## src/hdl/rpn_pkg.sv

```systemverilog
// ----------------------------------------------------------------------------
// RPN stack executor package
// Shared constants, types and helper functions of the RPN stack executor.
// ----------------------------------------------------------------------------
package rpn_pkg;

  localparam int STACK_DEPTH   = 64;
  localparam int NUM_VARIABLES = 64;
  localparam int VAR_AW        = $clog2(NUM_VARIABLES);
  localparam int NUM_ARRAYS    = 4;
  localparam int ARRAY_DEPTH   = 256;
  localparam int ARR_EW        = $clog2(ARRAY_DEPTH);
  localparam int ARRAY_TOTAL   = NUM_ARRAYS * ARRAY_DEPTH;
  localparam int ARR_AW        = $clog2(ARRAY_TOTAL);
  localparam int PROGRAM_DEPTH = 4096;
  localparam int POS_W         = 12;
  localparam int VAL_W         = 32;
  localparam int LIM_W         = 31;
  localparam int LEN_W         = 9;
  localparam int CFG_W         = 64;
  localparam int CFG_IW        = 3;
  localparam int ACT_W         = 5;
  localparam int ERR_W         = 4;

  typedef enum logic [1:0] {
    TAG_NUM  = 2'd0,
    TAG_VAR  = 2'd1,
    TAG_ARR  = 2'd2,
    TAG_ELEM = 2'd3
  } tag_t;

  typedef struct packed {
    tag_t             tag;
    logic [VAL_W-1:0] val;
  } entry_t;

  typedef enum logic [ACT_W-1:0] {
    ACT_PUSH_NUM = 5'd0,
    ACT_PUSH_VAR = 5'd1,
    ACT_PUSH_ARR = 5'd2,
    ACT_READ     = 5'd3,
    ACT_WRITE    = 5'd4,
    ACT_ADD      = 5'd5,
    ACT_SUB      = 5'd6,
    ACT_MUL      = 5'd7,
    ACT_DIV      = 5'd8,
    ACT_LT       = 5'd9,
    ACT_GT       = 5'd10,
    ACT_EQ       = 5'd11,
    ACT_LE       = 5'd12,
    ACT_GE       = 5'd13,
    ACT_NE       = 5'd14,
    ACT_ASSIGN   = 5'd15,
    ACT_JUMP     = 5'd16,
    ACT_JUMP_F   = 5'd17,
    ACT_INDEX    = 5'd18
  } act_t;

  typedef enum logic [ERR_W-1:0] {
    ERR_OK         = 4'd0,
    ERR_UNKNOWN    = 4'd1,
    ERR_NO_INDEX   = 4'd2,
    ERR_EXP_VAR    = 4'd3,
    ERR_OVERFLOW   = 4'd4,
    ERR_DIV_ZERO   = 4'd5,
    ERR_NO_ARRAY   = 4'd6,
    ERR_IDX_RANGE  = 4'd7,
    ERR_UNDERFLOW  = 4'd8,
    ERR_STACK_FULL = 4'd9,
    ERR_BAD_JUMP   = 4'd10
  } err_t;

  typedef enum logic [CFG_IW-1:0] {
    CFG_LIMIT = 3'd0,
    CFG_MASK  = 3'd1,
    CFG_LEN0  = 3'd2,
    CFG_LEN1  = 3'd3,
    CFG_LEN2  = 3'd4,
    CFG_LEN3  = 3'd5
  } cfg_idx_t;

  typedef enum logic [3:0] {
    ST_CLEAR,
    ST_IDLE,
    ST_RD_TOP,
    ST_RD_SEC,
    ST_DEREF_TOP,
    ST_DEREF_SEC,
    ST_EVAL,
    ST_DIV_WAIT,
    ST_COMMIT
  } state_t;

  typedef struct packed {
    logic ld;
    logic rd_sec;
    logic cap_top;
    logic cap_sec;
    logic cap_aval;
    logic eval;
    logic div_wait;
    logic commit;
    logic clr;
  } ctrl_cmd_t;

  typedef struct packed {
    logic clr_done;
    logic need_div;
    logic div_done;
    logic out_free;
  } dp_stat_t;

  function automatic logic [LEN_W-1:0] eff_len(input logic [LEN_W-1:0] len);
    if (len > LEN_W'(ARRAY_DEPTH)) begin
      return LEN_W'(ARRAY_DEPTH);
    end
    return len;
  endfunction

  function automatic logic too_big(input logic [63:0] v, input logic [LIM_W-1:0] lim);
    logic [63:0] mag;
    mag = v[63] ? (~v + 64'd1) : v;
    return mag > {33'd0, lim};
  endfunction

endpackage

```

## src/hdl/rpn_ctrl.sv

```systemverilog
// ----------------------------------------------------------------------------
// RPN controller
// Sequences the clearing pass and the fetch, evaluate, divider wait and commit steps.
// ----------------------------------------------------------------------------
module rpn_ctrl (
  input  logic              clk,
  input  logic              rst_n,
  input  logic              in_valid,
  output logic              in_ready,
  input  rpn_pkg::dp_stat_t stat,
  output rpn_pkg::ctrl_cmd_t cmd
);

  rpn_pkg::state_t state_r;
  rpn_pkg::state_t state_nxt;

  always_ff @(posedge clk) begin
    if (!rst_n) begin
      state_r <= rpn_pkg::ST_CLEAR;
    end else begin
      state_r <= state_nxt;
    end
  end

  always_comb begin
    state_nxt = state_r;
    case (state_r)
      rpn_pkg::ST_CLEAR: begin
        if (stat.clr_done) begin
          state_nxt = rpn_pkg::ST_IDLE;
        end
      end
      rpn_pkg::ST_IDLE: begin
        if (in_valid) begin
          state_nxt = rpn_pkg::ST_RD_TOP;
        end
      end
      rpn_pkg::ST_RD_TOP:    state_nxt = rpn_pkg::ST_RD_SEC;
      rpn_pkg::ST_RD_SEC:    state_nxt = rpn_pkg::ST_DEREF_TOP;
      rpn_pkg::ST_DEREF_TOP: state_nxt = rpn_pkg::ST_DEREF_SEC;
      rpn_pkg::ST_DEREF_SEC: state_nxt = rpn_pkg::ST_EVAL;
      rpn_pkg::ST_EVAL: begin
        state_nxt = stat.need_div ? rpn_pkg::ST_DIV_WAIT : rpn_pkg::ST_COMMIT;
      end
      rpn_pkg::ST_DIV_WAIT: begin
        if (stat.div_done) begin
          state_nxt = rpn_pkg::ST_COMMIT;
        end
      end
      rpn_pkg::ST_COMMIT: begin
        if (stat.out_free) begin
          state_nxt = rpn_pkg::ST_IDLE;
        end
      end
      default: state_nxt = rpn_pkg::ST_IDLE;
    endcase
  end

  always_comb begin
    cmd      = '0;
    in_ready = 1'b0;
    case (state_r)
      rpn_pkg::ST_CLEAR: cmd.clr = 1'b1;
      rpn_pkg::ST_IDLE: begin
        in_ready = 1'b1;
        cmd.ld   = in_valid;
      end
      rpn_pkg::ST_RD_SEC: begin
        cmd.rd_sec  = 1'b1;
        cmd.cap_top = 1'b1;
      end
      rpn_pkg::ST_DEREF_TOP: cmd.cap_sec  = 1'b1;
      rpn_pkg::ST_DEREF_SEC: cmd.cap_aval = 1'b1;
      rpn_pkg::ST_EVAL:      cmd.eval     = 1'b1;
      rpn_pkg::ST_DIV_WAIT:  cmd.div_wait = 1'b1;
      rpn_pkg::ST_COMMIT:    cmd.commit   = stat.out_free;
      default: cmd = '0;
    endcase
  end

endmodule

```

## config.mk

```make
export PLATFORM = sky130hd
export DESIGN_NAME = rpn_ctrl
export DESIGN_NICKNAME = d
export VERILOG_FILES = /design/src/hdl/rpn_pkg.sv /design/src/hdl/rpn_ctrl.sv
export SDC_FILE = /design/constraint.sdc
export NUM_CORES = 1
export LEC_CHECK = 0
export BUFFER_PORTS_ARGS = -buffer_cell sky130_fd_sc_hd__buf_4
export CAP_MARGIN = 25
export CORE_AREA = 3 3 40 42
export CTS_CLUSTER_SIZE = 30
export DETAILED_ROUTE_END_ITERATION = 6
export DIE_AREA = 0 0 43 45
export PLACE_DENSITY = 0.53
export SLEW_MARGIN = 20
export SYNTH_ARGS = -nofsm -noshare
export SYNTH_HDL_FRONTEND = slang
export SYNTH_SLANG_ARGS = --single-unit
export TNS_END_PERCENT = 20
```

## constraint.sdc

```tcl
create_clock -name clk -period 2.3 [get_ports clk]
set_input_delay 0.345 -clock clk [delete_from_list [all_inputs] [get_ports clk]]
set_output_delay 0.345 -clock clk [all_outputs]
set_load 0.1 [all_outputs]
```

==> impl_metrics.csv <==
group,metric,value,unit
critical_path,ff2ff_setup_slack,0.89,ns
run,timing.max_cap.violations,0,
run_status,run_status,"finished clean",
routing,drt-wirelength-per-cell,11.6,um
grt,global_route.usage.total,11.1,%
floorplan,die_w,43,um
grt,largest_net_degree_at_the_start_of_global_routing,14,
cells_and_area,post_route_cells_drive_above_1_share,35.5,%
pwr,power_density,653,nW/um^2
pwr,swShare,46.7,%
synthesis,synthesis.area_per_instance,7.00,um^2
floorplan,rows,13,
cells_and_area,final_util,38.3,%
cells_and_area,final_common_cell,"sky130_fd_sc_hd__buf_4",
floorplan,floorplan.die.height,45,um
placed_design,pre_cts_setup_slack,0.550,ns
critical_path,worst_ep_arrival_time,1.68,ns
routing,drt_pre_antenna_iters,5,
cells_and_area,diodes,0,
timing,tightestPinTransition,0.439,ns
pwr,max-vdd-ir-drop,0.000334,V
synthesis,syn-cell-area,329,um^2
critical_path,worstPathMaxFanout,12,
timing,final_critical_delay_including_setup_and_external_delays,2.02,ns
routing,total_drc_errors_in_the_routed_layout,0,
clock_network,cts_num_sinks,4,
clock_network,h-tree-depth,1,
cells_and_area,biggest_registers_after_layout,"state_r (4)",
synthesis,synth_compound_area_share,25.9,%
synthesis,synth.mux.area_fraction,0,%
pwr,p_comb_share,43.6,%
cells_and_area,signed_area_change_from_the_synthesized_netlist_to_the_final_layout,49.4,%
critical_path,endpoint_kind,"output port",
placed_design,port-buffer-count,16,
clock_network,clock_edge_transition_at_the_registers_on_the_reported_setup_and_hold_paths,0.04,ns
pwr,seqPwrFrac,28.5,%
floorplan,core_box_area,1280,um^2
placed_design,post-dp-hpwl,634,um
synthesis,yosys_warnings,0,
routing,dr.first_iter.drc_count,13,
clock_network,clk-insertion-delay-late,0.24,ns
clock_network,clockRootBuffer,"sky130_fd_sc_hd__clkbuf_4",
critical_path,cp_data_required_time,1.96,ns
timing,rsz_0062_raised_after_global_routing,"false",
grt,grt_pass1_vias,353,
clock_network,clk_path_buf_depth,2,
synthesis,synth-seq-cells,4,
hold_path,hp-class,"input pin to register",
grt,grt_remaining_overflow,0,
clock_network,cts_setup_buffers,0,
synthesis,synth_top_area_cell,"sky130_fd_sc_hd__dfxtp_1",
synthesis,synth_top_family_by_area,"simple AND/OR/NAND/NOR gates",
floorplan,floorplan.initialDensity,25.6,%
critical_path,critPathKind,"register to output port",
pwr,pwr-share-clk,27.9,%
cells_and_area,highest_count_cells_in_the_layout_ignoring_fill_and_taps,"sky130_fd_sc_hd__buf_4, sky130_fd_sc_hd__nor2_1, sky130_fd_sc_hd__inv_1",
timing,final.setup_skew,0.00736,ns
synthesis,yosys.area.top_type_share,24.3,%
critical_path,setup_crit_start_kind,"register",
grt,antenna_found_initial,0,
clock_network,cts-hold-fix-buffers,0,
routing,via_count,399,
synthesis,post_synth_fa_ha_maj_area_fraction,0,%
synthesis,synth.yosys.seq_area_share,24.3,%
timing,maxSlewHeadroom,70.7,%
cells_and_area,largest_reg_flops,4,
timing,setup_viol,0,
synthesis,mappedNetlistNets,54,
clock_network,numCtsBuffers,3,
pwr,p_switching,0.150,mW
timing,layout_worst_path_cycle_share,88.0,%
routing,finalWirelength,896,um
timing,final-max-slew-violation-count,0,
floorplan,boundaryPins,17,
synthesis,yosys-top-cells-area,"sky130_fd_sc_hd__dfxtp_1, sky130_fd_sc_hd__o211ai_1, sky130_fd_sc_hd__inv_1, sky130_fd_sc_hd__nand2b_1, sky130_fd_sc_hd__nor2_1",
pwr,p_leak,0.210,nW
synthesis,gate_count_after_technology_mapping,47,
clock_network,clock_tree_from_tritoncts,"built",
clock_network,post_cts_resize_count,0,
synthesis,yosys.area_share.xor_xnor,0,%
synthesis,synth.distinct_cells,23,
cells_and_area,num-nets-final,71,
pwr,cellInternalPower,0.171,mW
routing,drt-vias-per-instance,5.18,
cells_and_area,largest_register,"state_r",
placed_design,gpl.final_weighted_congestion,0.797,
grt,grt_pass1_wl,1.61,mm
routing,ant_nets,0,
floorplan,floorplan.die_area,1940,um^2
synthesis,yosys.area_share.simple,37.6,%
timing,maxClockFrequency,0.494,GHz
timing,post-route-worst-setup-slack,0.277,ns
timing,timing.final.hold_violations,0,
[critical path: stages, from the launching register on]
cell                      delay [ns]
sky130_fd_sc_hd__dfxtp_1        0.43
sky130_fd_sc_hd__or4b_1         0.60
sky130_fd_sc_hd__nor2_1         0.11
sky130_fd_sc_hd__buf_4          0.29
[area by class of cell]
cell class	count	area [um^2]
sequential	4	80.1
inverter	5	18.8
multi-input combinational	34	231
tap	15	18.8
fill	137	793
timing repair buffer	16	120
clock buffer	3	22.5
[kinds of logic after synthesis]
logic type | after synthesis
AOI/OAI and AO/OA | 12
DFF | 4
buffers and inverters | 9
and+or+nand+nor | 22
[power groups by stage]
stage / clock network, mW / registers, mW / logic [mW]
2_1_floorplan: 0 / 0.0785 / 0.124
3_3_place_gp: 0 / 0.0927 / 0.141
3_5_place_dp: 0 / 0.0918 / 0.140
4_1_cts: 0.0919 / 0.0909 / 0.141
5_1_grt: 0.103 / 0.0936 / 0.146
6_report: 0.0896 / 0.0915 / 0.140
[per-stage QoR]
stage | power [mW] | hold WS, ns | TNS [ns] | cells | area, um^2
finish | 0.321 | 0.348 | 0 | 77 | 492
global route | 0.342 | 0.351 | 0 | 77 | 492
CTS | 0.324 | 0.348 | 0 | 77 | 492
detailed placement | 0.232 | 0.587 | 0 | 74 | 469
global placement | 0.234 | 0.586 | 0 | 74 | 469
floorplan | 0.203 | 0.467 | -0.751 | 47 | 352
[per-layer routing]
layer	track usage [%]	share of wire (%)	vias up
li1	-	-	194
met1	14.3	41	178
met2	16.8	46	23
met3	4.78	11	4
met4	3.61	2.6	0
met5	0	0	-
[path summary, 6_finish.rpt]
| path | start | end | depth (start not counted) |
|---|---|---|---|
| hold / removal | rst_n | state_r[3]$_SDFFE_PN0P_ | 2 |
| setup reg to reg | state_r[2]$_SDFFE_PN0P_ | state_r[3]$_SDFFE_PN0P_ | 3 |
| setup / recovery | state_r[2]$_SDFFE_PN0P_ | cmd[1] | 3 |
| hold reg to reg | state_r[0]$_SDFFE_PN0P_ | state_r[0]$_SDFFE_PN0P_ | 2 |
[synthesized netlist by cell type (all sizes together)]
cell type,instances
nand3b,1
and2,2
o221ai,1
a2111oi,1
inv,5
or4b,1
nor2b,3
nand2b,3
o21ai,1
o32ai,2
o21a,1
buf,3
nor3,2
a21oi,3
and2b,1
nor4,1
dfxtp,4
and3,1
nor2,5
o211ai,3
clkbuf,1
nand2,2
Note: power is estimated with default switching activity, not from simulation.
